**src/hw/rtl/ecf_pkg.sv**
```systemverilog
package ecf_pkg;

    // Width that holds every fixed seconds constant of the converter.
    localparam int CONST_W = 34;

    localparam logic [CONST_W-1:0] SECS_PER_DAY  = CONST_W'(86400);
    localparam logic [CONST_W-1:0] SECS_PER_HOUR = CONST_W'(3600);
    localparam logic [CONST_W-1:0] SECS_PER_MIN  = CONST_W'(60);
    localparam logic [CONST_W-1:0] SECS_PER_400Y = CONST_W'(64'd146097 * 64'd86400);
    localparam logic [CONST_W-1:0] SECS_LEAP_YR  = CONST_W'(366 * 86400);
    localparam logic [CONST_W-1:0] SECS_COMMON_YR = CONST_W'(365 * 86400);

    localparam logic [CONST_W-1:0] BASE_2016 = CONST_W'(32'h5685_C180);
    localparam logic [CONST_W-1:0] BASE_2010 = CONST_W'(32'h4B3D_3B00);
    localparam logic [CONST_W-1:0] BASE_2000 = CONST_W'(32'h386D_4380);

    localparam logic [16:0] ZONE_RESET = 17'd28800;

    typedef enum logic [10:0] {
        ST_IDLE   = 11'b000_0000_0001,
        ST_B2016  = 11'b000_0000_0010,
        ST_B2010  = 11'b000_0000_0100,
        ST_B2000  = 11'b000_0000_1000,
        ST_Y400   = 11'b000_0001_0000,
        ST_YEAR   = 11'b000_0010_0000,
        ST_MONTH  = 11'b000_0100_0000,
        ST_DAY    = 11'b000_1000_0000,
        ST_HOUR   = 11'b001_0000_0000,
        ST_MINUTE = 11'b010_0000_0000,
        ST_SPARE  = 11'b100_0000_0000
    } state_t;

    // Length in seconds of month index mon (0 is January).
    function automatic logic [CONST_W-1:0] month_secs(input logic leap, input logic [3:0] mon);
        logic [4:0] days;
        begin
            unique case (mon)
                4'd1:    days = leap ? 5'd29 : 5'd28;
                4'd3,
                4'd5,
                4'd8,
                4'd10:   days = 5'd30;
                default: days = 5'd31;
            endcase
            month_secs = CONST_W'(days) * SECS_PER_DAY;
        end
    endfunction

endpackage

```
**src/hw/rtl/ecf_sub.sv**
```systemverilog
module ecf_sub #(
    parameter int W = 34
) (
    input  logic [W-1:0] a,
    input  logic [W-1:0] b,
    output logic [W-1:0] diff,
    output logic         borrow
);

    // Borrow set means b is larger than a and the difference is not taken.
    assign {borrow, diff} = {1'b0, a} - {1'b0, b};

endmodule

```
**src/hw/rtl/epoch_to_calendar_fields.sv**
```systemverilog
// The converter subtracts base-year offsets (2016, then 2010, then 2000 or 1970), then
// 400-year, single-year, month, day, hour and minute lengths in turn, one state per kind.
// One item is converted at a time; busy stays high until the last step and a new item can
// be started in the cycle that done is shown. The receiver cannot stall the result.
// Reset: rst_n is asynchronous, active low; the zone offset returns to 28800 (GMT+8).
module epoch_to_calendar_fields
    import ecf_pkg::*;
#(
    parameter int EPOCH_BITS = 32
) (
    input  logic                  clk,
    input  logic                  rst_n,
    input  logic                  start,
    output logic                  busy,
    input  logic [EPOCH_BITS-1:0] epoch_seconds,
    input  logic                  cfg_wr_en,
    input  logic [16:0]           cfg_wr_data,
    output logic                  done,
    output logic [11:0]           year,
    output logic [3:0]            month,
    output logic [4:0]            day,
    output logic [4:0]            hour,
    output logic [5:0]            minute,
    output logic [5:0]            second,
    output logic                  clamped
);

    // The local time can exceed the input range by the largest positive offset, so the
    // working remainder carries one bit more than the input.
    localparam int TW = EPOCH_BITS + 1;
    // The shared subtractor must fit both the remainder and the widest constant.
    localparam int SW = (TW > CONST_W) ? TW : CONST_W;
    // The year grows by at most 2^(TW-24) from a base below 2^11.
    localparam int YW = (TW - 23 > 12) ? (TW - 23) : 12;

    state_t        state_reg, state_next;
    logic [16:0]   zone_reg;
    logic [TW-1:0] t_reg, t_next;
    logic [YW-1:0] year_reg, year_next;
    // Year modulo 400 and modulo 100 are tracked as counters so that the leap rule
    // needs no division.
    logic [8:0]    c400_reg, c400_next;
    logic [6:0]    c100_reg, c100_next;
    logic [3:0]    mon_reg, mon_next;
    logic [4:0]    day_reg, day_next;
    logic [4:0]    hour_reg, hour_next;
    logic [5:0]    min_reg, min_next;
    logic          clamp_reg, clamp_next;
    logic          done_reg, done_next;

    logic [TW:0]          local_sum;
    logic                 leap;
    logic [CONST_W-1:0]   operand;
    logic [SW-1:0]        sub_diff;
    logic                 sub_borrow;
    logic [TW-1:0]        diff_t;

    // The user must write the offset register only while no item is in flight; the block itself does not enforce it.
    always_ff @(posedge clk or negedge rst_n)
    begin
        if (!rst_n)
        begin
            zone_reg <= ZONE_RESET;
        end
        else if (cfg_wr_en)
        begin
            zone_reg <= cfg_wr_data;
        end
    end

    // Epoch plus the sign-extended offset, one bit wider so that a negative sum shows.
    assign local_sum = (TW + 1)'(epoch_seconds) + {{(TW + 1 - 17){zone_reg[16]}}, zone_reg};

    assign leap = (year_reg[1:0] == 2'b00) && ((c100_reg != 7'd0) || (c400_reg == 9'd0));

    // Each state offers one constant to the shared subtractor.
    always_comb
    begin
        unique case (state_reg)
            ST_B2016:  operand = BASE_2016;
            ST_B2010:  operand = BASE_2010;
            ST_B2000:  operand = BASE_2000;
            ST_Y400:   operand = SECS_PER_400Y;
            ST_YEAR:   operand = leap ? SECS_LEAP_YR : SECS_COMMON_YR;
            ST_MONTH:  operand = month_secs(leap, mon_reg);
            ST_DAY:    operand = SECS_PER_DAY;
            ST_HOUR:   operand = SECS_PER_HOUR;
            ST_MINUTE: operand = SECS_PER_MIN;
            default:   operand = SECS_PER_MIN;
        endcase
    end

    ecf_sub #(
        .W (SW)
    ) u_sub (
        .a      (SW'(t_reg)),
        .b      (SW'(operand)),
        .diff   (sub_diff),
        .borrow (sub_borrow)
    );

    // Without a borrow the difference is below t_reg and fits its width.
    assign diff_t = sub_diff[TW-1:0];

    always_comb
    begin
        state_next = state_reg;
        t_next     = t_reg;
        year_next  = year_reg;
        c400_next  = c400_reg;
        c100_next  = c100_reg;
        mon_next   = mon_reg;
        day_next   = day_reg;
        hour_next  = hour_reg;
        min_next   = min_reg;
        clamp_next = clamp_reg;
        done_next  = 1'b0;

        unique case (state_reg)
            ST_IDLE:
            begin
                if (start)
                begin
                    // Local time before 1970 is pinned to the epoch itself.
                    if (local_sum[TW])
                    begin
                        t_next     = '0;
                        clamp_next = 1'b1;
                    end
                    else
                    begin
                        t_next     = local_sum[TW-1:0];
                        clamp_next = 1'b0;
                    end
                    mon_next   = 4'd0;
                    day_next   = 5'd1;
                    hour_next  = 5'd0;
                    min_next   = 6'd0;
                    state_next = ST_B2016;
                end
            end
            ST_B2016:
            begin
                if (!sub_borrow)
                begin
                    t_next     = diff_t;
                    year_next  = YW'(2016);
                    c400_next  = 9'd16;
                    c100_next  = 7'd16;
                    state_next = ST_Y400;
                end
                else
                begin
                    state_next = ST_B2010;
                end
            end
            ST_B2010:
            begin
                if (!sub_borrow)
                begin
                    t_next     = diff_t;
                    year_next  = YW'(2010);
                    c400_next  = 9'd10;
                    c100_next  = 7'd10;
                    state_next = ST_Y400;
                end
                else
                begin
                    state_next = ST_B2000;
                end
            end
            ST_B2000:
            begin
                if (!sub_borrow)
                begin
                    t_next    = diff_t;
                    year_next = YW'(2000);
                    c400_next = 9'd0;
                    c100_next = 7'd0;
                end
                else
                begin
                    year_next = YW'(1970);
                    c400_next = 9'd370;
                    c100_next = 7'd70;
                end
                state_next = ST_Y400;
            end
            ST_Y400:
            begin
                // A 400-year step leaves both leap counters where they are.
                if (!sub_borrow)
                begin
                    t_next    = diff_t;
                    year_next = year_reg + YW'(400);
                end
                else
                begin
                    state_next = ST_YEAR;
                end
            end
            ST_YEAR:
            begin
                if (!sub_borrow)
                begin
                    t_next    = diff_t;
                    year_next = year_reg + YW'(1);
                    c400_next = (c400_reg == 9'd399) ? 9'd0 : c400_reg + 9'd1;
                    c100_next = (c100_reg == 7'd99) ? 7'd0 : c100_reg + 7'd1;
                end
                else
                begin
                    state_next = ST_MONTH;
                end
            end
            ST_MONTH:
            begin
                // December absorbs whatever is left.
                if (!sub_borrow && (mon_reg != 4'd11))
                begin
                    t_next   = diff_t;
                    mon_next = mon_reg + 4'd1;
                end
                else
                begin
                    state_next = ST_DAY;
                end
            end
            ST_DAY:
            begin
                if (!sub_borrow)
                begin
                    t_next   = diff_t;
                    day_next = day_reg + 5'd1;
                end
                else
                begin
                    state_next = ST_HOUR;
                end
            end
            ST_HOUR:
            begin
                if (!sub_borrow)
                begin
                    t_next    = diff_t;
                    hour_next = hour_reg + 5'd1;
                end
                else
                begin
                    state_next = ST_MINUTE;
                end
            end
            ST_MINUTE:
            begin
                if (!sub_borrow)
                begin
                    t_next   = diff_t;
                    min_next = min_reg + 6'd1;
                end
                else
                begin
                    // The remainder is now the second of the minute.
                    done_next  = 1'b1;
                    state_next = ST_IDLE;
                end
            end
            default:
            begin
                state_next = ST_IDLE;
            end
        endcase
    end

    always_ff @(posedge clk or negedge rst_n)
    begin
        if (!rst_n)
        begin
            state_reg <= ST_IDLE;
            done_reg  <= 1'b0;
        end
        else
        begin
            state_reg <= state_next;
            done_reg  <= done_next;
        end
    end

    always_ff @(posedge clk)
    begin
        t_reg     <= t_next;
        year_reg  <= year_next;
        c400_reg  <= c400_next;
        c100_reg  <= c100_next;
        mon_reg   <= mon_next;
        day_reg   <= day_next;
        hour_reg  <= hour_next;
        min_reg   <= min_next;
        clamp_reg <= clamp_next;
    end

    // The working registers hold the finished fields during the cycle that done is high.
    assign busy    = (state_reg != ST_IDLE);
    assign done    = done_reg;
    assign year    = year_reg[11:0];
    assign month   = mon_reg + 4'd1;
    assign day     = day_reg;
    assign hour    = hour_reg;
    assign minute  = min_reg;
    assign second  = t_reg[5:0];
    assign clamped = clamp_reg;

endmodule
```
**config.mk**
```make
export PLATFORM = sky130hd
export DESIGN_NAME = epoch_to_calendar_fields
export DESIGN_NICKNAME = d
export VERILOG_FILES = /design/src/hw/rtl/ecf_pkg.sv /design/src/hw/rtl/ecf_sub.sv /design/src/hw/rtl/epoch_to_calendar_fields.sv
export SDC_FILE = /design/constraint.sdc
export NUM_CORES = 1
export LEC_CHECK = 0
export ABC_AREA = 1
export BUFFER_PORTS_ARGS = -buffer_cell sky130_fd_sc_hd__buf_4
export CORE_AREA = 2 2 195 197
export DETAILED_ROUTE_END_ITERATION = 8
export DIE_AREA = 0 0 197 199
export PLACE_DENSITY = 0.47
export SYNTH_ARGS = -nofsm -noshare
export SYNTH_HDL_FRONTEND = slang
export SYNTH_HIERARCHICAL = 1
export SYNTH_SLANG_ARGS = --single-unit
```
**constraint.sdc**
```tcl
create_clock -name clk -period 7.34 [get_ports clk]
set_clock_uncertainty 0.1 [all_clocks]
set_input_delay 0.734 -clock clk [delete_from_list [all_inputs] [get_ports clk]]
set_output_delay 0.734 -clock clk [all_outputs]
set_load 0.05 [all_outputs]
```
# Word-level counts from Yosys, hierarchy flattened
# Cells that the tools add are included.
dict set report totals {
  reg_bits 111
  latchBits 0
  ram_bits 0
  mem_bits_ro 0
  inputBits 53
  out_inout_bits 41
  elab_cells 136
  n_memories 0
}
dict set report classes {
  add_sub_neg 10
  multipliers 1
  div_mod_pow 0
  n_lt_le_gt_ge 0
  eq_ne 35
  shift 0
  muxes 53
  bitwise_logic 0
  n_reduce_logical 25
}
# operator count
set op_table {}
lappend op_table {{$pmux W34 S8} 1}
lappend op_table {{$mux W33} 4}
lappend op_table {{$pmux W11 S10} 1}
lappend op_table {{$pmux W33 S3} 1}
lappend op_table {{$mux W11} 7}
lappend op_table {{$pmux W12 S5} 1}
lappend op_table {{$mux W12} 4}
lappend op_table {{$mux W9} 5}
lappend op_table {{$mux W7} 6}
lappend op_table {{$pmux W9 S4} 1}
lappend op_table {{$mux W5} 7}
lappend op_table {{$sub A33 B34 Y35} 1}
lappend op_table {{$add A33 B17 Y34} 1}
lappend op_table {{$ne A2 B2 Y1 const B} 16}
lappend op_table {{$pmux W7 S4} 1}
lappend op_table {{$pmux W5 S2} 2}
lappend op_table {{$mux W18} 1}
lappend op_table {{$mul A5 B10 Y15 const B} 1}
lappend op_table {{$add A12 B1 Y12 const B} 1}
lappend op_table {{$add A12 B9 Y12 const B} 1}
lappend op_table {{$mux W6} 2}
lappend op_table {{$pmux W6 S2} 1}
lappend op_table {{$reduce_and A3 Y1} 4}
lappend op_table {{$eq A11 B1 Y1 const B} 1}
lappend op_table {{42 further kinds} 53}

# Longest topological paths before layout
# Gate-level depths: netlist of the first run.
dict set report logic_depth {
  ltp_word 13
  ltp_mapped 32
  ltp_nobuf 32
}

# By module
# Netlist of the first run, hierarchy kept.
# module instances cells_each area_per_inst_um2 seq_area_each_um2
set modules_own_cells {}
lappend modules_own_cells {epoch_to_calendar_fields 1 1178 8509.4 3169.3}
lappend modules_own_cells {ecf_sub 1 504 2482.4 0.0}

# Worst setup path after synthesis of the first run
# OpenSTA, ideal clock, no wires.
dict set report synth_path {
  kind {register to register}
  start {reg mon_reg[0]}
  end {reg t_reg[0], enable pin}
  setup_time_ns 0.474
  arrival_time_ns 5.826
  t_required_ns 6.766
  path_slack_ns 0.940
  stages_incl_launch_ff 26
  n_path_buf 1
  synth_period_minus_slack_ns 6.400
  cell_sequence {edfxtp_1 -> inv_1 -> ha_1 -> nor2_1 -> o221ai_1 -> nand2_1 -> nand2_1 -> inv_1 -> ha_1 -> inv_1 -> o211ai_1 -> inv_1 -> ha_1 -> nand2_1 -> o21ai_0 -> inv_1 -> nand2_1 -> nand2_1 -> nand2_1 -> nand2_1 -> nand2_1 -> nor2_1 -> inv_1 -> clkbuf_1 -> nor2_1 -> a211oi_1}
}
dict set report synth_via {
  elab_chain_cells 11
  word_cells_on_any_way 17
  classes_between {add/sub (1); mul (1); eq/ne (8); mux (3); reduce/logical (4)}
}
# element line
set synth_rtl {}
lappend synth_rtl {{start, declared} epoch_to_calendar_fields.sv:44} ;# logic [3:0] mon_reg, mon_next;
lappend synth_rtl {{start signal, assigned} epoch_to_calendar_fields.sv:294} ;# mon_reg <= mon_next;
lappend synth_rtl {{$eq A4 B2 Y1 (tied with other cells)} ecf_pkg.sv:37} ;# unique case (mon)
lappend synth_rtl {{$reduce_or A4 Y1} ecf_pkg.sv:37}
lappend synth_rtl {{$pmux W2 S2 (*)} ecf_pkg.sv:37}
lappend synth_rtl {{$mux W5 (*)} epoch_to_calendar_fields.sv:79} ;# unique case (state_reg)
lappend synth_rtl {{$mul A5 B10 Y15 (*)} ecf_pkg.sv:45} ;# month_secs = CONST_W'(days) * SECS_PER_DAY;
lappend synth_rtl {{$pmux W34 S8 (*)} epoch_to_calendar_fields.sv:79}
lappend synth_rtl {{via operand[8]} epoch_to_calendar_fields.sv:53} ;# logic [CONST_W-1:0] operand;
lappend synth_rtl {{$sub A33 B34 Y35 (*)} ecf_sub.sv:11} ;# assign {borrow, diff} = {1'b0, a} - {1'b0, b};
lappend synth_rtl {{via sub_borrow} epoch_to_calendar_fields.sv:55} ;# logic sub_borrow;
lappend synth_rtl {{$logic_not A1 Y1} --}
lappend synth_rtl {{$logic_and A1 B1 Y1} epoch_to_calendar_fields.sv:219} ;# if (!sub_borrow && (mon_reg != 4'd11))
lappend synth_rtl {{$ne A2 B2 Y1 (no line)} --}
lappend synth_rtl {{$reduce_and A4 Y1 (no line) (*)} --}
lappend synth_rtl {{end signal, assigned} epoch_to_calendar_fields.sv:290} ;# t_reg <= t_next;
lappend synth_rtl {{end, declared} epoch_to_calendar_fields.sv:38} ;# logic [TW-1:0] t_reg, t_next;
# The timed path passes the listed nets; every way through them passes the cells marked *. The select of a mux whose other input is x is not followed.
# A chain may end at the register's enable or synchronous reset.

# Final worst setup path of the first run
dict set report layout_path {
  start {reg state_reg[0]}
  end {reg t_reg[29], enable pin}
}
dict set report layout_via {
  elab_chain_cells 7
  word_cells_on_any_way 20
  classes_between {add/sub (1); eq/ne (13); mux (1); reduce/logical (5)}
}
# element line
set layout_rtl {}
lappend layout_rtl {{start, declared} epoch_to_calendar_fields.sv:36} ;# state_t state_reg, state_next;
lappend layout_rtl {{start signal, assigned} epoch_to_calendar_fields.sv:283} ;# state_reg <= state_next;
lappend layout_rtl {{$eq A11 B9 Y1 (tied with other cells)} epoch_to_calendar_fields.sv:79}
lappend layout_rtl {{$pmux W34 S8 (*)} epoch_to_calendar_fields.sv:79}
lappend layout_rtl {{via operand[28]} epoch_to_calendar_fields.sv:53}
lappend layout_rtl {{$sub A33 B34 Y35 (*)} ecf_sub.sv:11}
lappend layout_rtl {{via sub_borrow} epoch_to_calendar_fields.sv:55}
lappend layout_rtl {{$logic_not A1 Y1} --}
lappend layout_rtl {{$logic_and A1 B1 Y1} epoch_to_calendar_fields.sv:219}
lappend layout_rtl {{$ne A2 B2 Y1 (no line)} --}
lappend layout_rtl {{$reduce_and A4 Y1 (no line) (*)} --}
# The timed path passes the listed nets; every way through them passes the cells marked *.

==> impl_metrics.ini, run 1 <==
[clock_network]
cts_setup_buffers = 0
clk_pin_slew_ps = 80
root_buffer = clkbuf_16
clock_latency_ps = 390
cts_tree = yes
ctsResizeCount = 0
clock_sinks = 110
cts_max_level = 3
clock_path_buffers = 2
cts_buffers = 9
cts_hold_buf = 0

[finish]
drive_gt1_share_pct = 10.5
final_util_pct = 33.4
area_growth_pct = 13.7
largest_reg_flops = 33
diodes = 0
nets = 1894
layout_common_cells = 530 x nand2_1, 272 x inv_1, 196 x nor2_1
fin_area_um2 = 12400
final_common_cell = nand2_1

[route]
drtIter0Drc = 539
drtPass1Iterations = 5
wl_per_cell_um = 15.0
routed_wl_mm = 33.4
via_count = 10400
drcViolationCount = 0
antenna_left = 0
via_per_inst = 4.66

[sta]
period_share_pct = 70.6
setup_viol = 0
finalHoldViolations = 0
setup_tns_ps = 0
slew_headroom_pct = 41.9
post-route-min-period_ps = 5180
fin_ws_ps = 2160
maxSlewViolCount = 0
rsz0062_at_grt = no
worst_slew_pin_slew_ps = 869
clock.fmax_mhz = 193

[floorplan]
ios = 94
die-height_um = 199
die_area_um2 = 39200
core_area_um2 = 37100
core.rowCount = 71
start_util_pct = 29.4
fp.dieW_um = 197

[worst_setup_path]
worstPathArrival_ps = 5110
worst_path_max_delay_cell = dfstp_2
crit_path_max_fanout = 33
crit_top_cell = nand2_1
crit_path_end_kind = register
cp-start-kind = register
cp_slowest_stage_delay_ps = 560
required_ps = 7270
crit_type = register to register

[global_route]
grt_pass1_vias = 10300
antenna_found_initial = 0
grt_max_degree = 41
grt_pass1_wl_mm = 53.8
gr-total-overflow = 0
track_usage_pct = 17.5

[hold_path]
hold_path_class = input port to async pin

[logic_synthesis]
avgSynthCellArea_um2 = 6.56
synth_area_um2 = 10900
yosys_warnings = 6
synthCells = 1666

[pwr]
ir_worst_vdd_uv = 211
p_leak_uw = 0.00643
pwr_density_cell_nw_per_um2 = 396

[place]
preCtsSetupSlack_ps = 2190
placed_area_um2 = 12100
gp_congestion = 0.941
dp_hpwl_mm = 27.6
port_buffers = 93

[status]
status = completed

[run]
drv_cap = 0
per-stage QoR:
step           hold slack [ps]  std cells  power, µW
3_5_place_dp               401       2216       4420
3_3_place_gp               398       2216       4440
6_report                   175       2232       4920
2_1_floorplan              338       1670       3530
5_1_grt                    200       2232       5400
4_1_cts                    178       2232       4960
critical path, delay by kind of cell (launching register included):
family,cells,cell delay [ps]
flip-flops,1,560
buffers and inverters,4,850
AO/OA/AOI/OAI,4,890
AND/OR/NAND/NOR,16,2000
adder cells (fa/ha/maj),1,360
layer usage:
metal | up-vias | global-route usage (%) | wire length (µm)
met3 | 44 | 2.10 | 927
met2 | 185 | 30.0 | 15600
li1 | 5492 | - | -
met1 | 4673 | 22.7 | 16000
met5 | - | 0 | 0
met4 | 0 | 6.29 | 886
final timing paths:
| kind | start | to | slack (ps) | depth (start not counted) |
|---|---|---|---|---|
| min | rst_n | zone_reg[16] | 180 | 1 |
| min reg2reg | zone_reg[3] | zone_reg[3] | 410 | 1 |
| max reg2reg | state_reg[0] | t_reg[29] | 2160 | 25 |
| min in group clk | zone_reg[3] | zone_reg[3] | 410 | 1 |
| max in group asynchronous | rst_n | state_reg[0] | 6620 | 1 |
| max | state_reg[0] | t_reg[29] | 2160 | 25 |
cell type report:
type / instances / area, µm²
clock buffers: 9 / 225
well taps: 474 / 593
flip-flops and latches: 110 / 3170
repair buffers: 97 / 728
clock inverters: 7 / 66.3
multi-input cells: 1255 / 6590
inverters: 280 / 1050
fillers: 4109 / 24700
report_power, final:
part	internal, µW	switching (µW)	leakage (µW)	total, µW
registers	993	142	0.00111	1130
logic	997	2280	0.00518	3280
clock network	239	271	0.000141	509
total	2230	2690	0.00643	4920
No activity file was read; power rests on OpenSTA's default activity.
==> inputs of run 2 (changes only) <==
clock period = 5.1 ns   (was 7.34 ns; I/O delays follow)
==> run 2 against run 1 <==
Net effect:
- sequential share of layout area down 0.17 points
- via count grew 1.3%
- combinational power is 45% higher
- total power up 46%
- highest routed layer unchanged
- register-to-register slack got worse by 1700 ps
- core utilization increased by 0.23 points
- hold slack better by 47 ps
- non-clock buffer count is 6 higher
- global-route usage barely moved
==> impl_metrics.ini, run 2 (same netlist as run 1, synthesis figures left out) <==
[status]
status = completed

[clock_network]
cts_buffers = 9
clock_sinks = 110
cts_tree = yes
cts_setup_buffers = 0
clock_latency_ps = 390
clk_pin_slew_ps = 90
cts_max_level = 3
root_buffer = clkbuf_16
clock_path_buffers = 2

[sta]
slew_headroom_pct = 32.2
post-route-min-period_ps = 4600
finalHoldViolations = 0
maxSlewViolCount = 0
worst_slew_pin_slew_ps = 1020
period_share_pct = 90.2
setup_viol = 0
rsz0062_at_grt = no
hold_slack_ps = 222
clock.fmax_mhz = 217
setup_tns_ps = 0

[route]
drcViolationCount = 0
wl_per_cell_um = 14.9
routed_wl_mm = 33.4
drtPass1Iterations = 7
antenna_left = 0
via_count = 10500
via_per_inst = 4.70
drtIter0Drc = 648

[floorplan]
fp.dieW_um = 197
core_area_um2 = 37100
core.rowCount = 71
ios = 94
die_area_um2 = 39200
die-height_um = 199
start_util_pct = 29.4

[pwr]
p_switching_uw = 3890
combinationalPowerShare_pct = 66.4
clockPowerShare_pct = 11.0
intPower_uw = 3300
p_leak_uw = 0.00647
p_sw_share_pct = 54.1
seqPwrFrac_pct = 22.7
pwr_density_cell_nw_per_um2 = 575
power_uw = 7190
ir_worst_vdd_uv = 303

[finish]
drive_gt1_share_pct = 10.7
fin_area_um2 = 12500
final_common_cell = nand2_1
largest_reg_flops = 33
final_util_pct = 33.7
nets = 1900
layout_common_cells = 530 x nand2_1, 272 x inv_1, 196 x nor2_1
diodes = 0
fillers = 4180
area_growth_pct = 14.5

[worst_setup_path]
cp_slowest_stage_delay_ps = 430
worstPathArrival_ps = 4580
r2r-end = t_reg[29]
endpoint = t_reg[29]
cp-start-kind = register
crit_path_max_fanout = 33
crit_path_start = c100_reg[0]
crit_path_end_kind = register
rrSetupSlack_ps = 500
worst_path_max_delay_cell = edfxtp_1
r2r_start = c100_reg[0]
required_ps = 5080
rr_worst_depth = 29
crit_type = register to register
crit_top_cell = nand2_1

[global_route]
grt_pass1_wl_mm = 54.0
gr-total-overflow = 0
antenna_found_initial = 0
grt_max_degree = 41
track_usage_pct = 17.6
grt_pass1_vias = 10400

[place]
dp_hpwl_mm = 27.7
port_buffers = 93
placed_area_um2 = 12200
gp_congestion = 0.922

[hold_path]
hold_path_class = input port to register
holdPathStages = 3

[run]
drv_cap = 0
run 2: cell types whose count changed in the layout (fill, tap and decap cells not counted), sizes merged:
cell | previous run | this run
dlygate4sd3 | 0 | 1
clkinv | 4 | 2
buf | 97 | 102
bufinv | 0 | 1
clkinvlp | 1 | 2
run 2: worst min path at each step:
stage / start / end / slack (ps)
after CTS: cfg_wr_data[1] / zone_reg[1] / 210
after global routing: cfg_wr_data[0] / zone_reg[0] / 240
after global placement: rst_n / zone_reg[16] / 370
final: cfg_wr_data[1] / zone_reg[1] / 220
after floorplan: rst_n / done / 110
after detailed placement: rst_n / zone_reg[16] / 370
run 2: metrics by stage:
step	std cells	setup slack [ps]
after CTS	2238	440
after floorplan	1670	280
after global routing	2238	4.79
after detailed placement	2221	494
after global placement	2221	592
final	2238	500
run 2: area by class of cell:
type                       instances  area [µm²]  area share (%)
inverter                         280        1050            8.41
sequential                       110        3170            25.3
timing repair buffer             103         788            6.30
multi-input combinational       1255        6590            52.7
clock inverter                     7        90.1           0.721
clock buffer                       9         225            1.80
tap                              474         593            4.74
run 2: power by group through the flow:
stage	combinational [µW]	sequential, µW	clock (µW)
finish	4770	1630	789
global route	5370	1670	845
CTS	4790	1640	819
detailed placement	4760	1650	0
global placement	4790	1660	0
floorplan	3270	1810	0
run 2: timing repair:
action                                 in CTS  in global routing
endpoints found under the hold margin      23                  0
gates resized for setup                     0                  0
setup endpoints to repair                   0                  0
hold buffers                                1                  0
run 2: critical path, delay by kind of cell (launching register included):
family                   cells  cell delay [ps]
flip-flops                   1              430
buffers and inverters        8              750
AND/OR/NAND/NOR             13             1200
AO/OA/AOI/OAI                5              990
adder cells (fa/ha/maj)      3              780
run 2: metal layers:
| layer | global-route usage [%] | share of wire (%) | vias up |
|---|---|---|---|
| li1 | - | - | 5489 |
| met1 | 22.7 | 47 | 4771 |
| met2 | 30.1 | 47 | 220 |
| met3 | 2.24 | 3.3 | 46 |
| met4 | 6.38 | 2.8 | 0 |
| met5 | 0 | 0 | - |
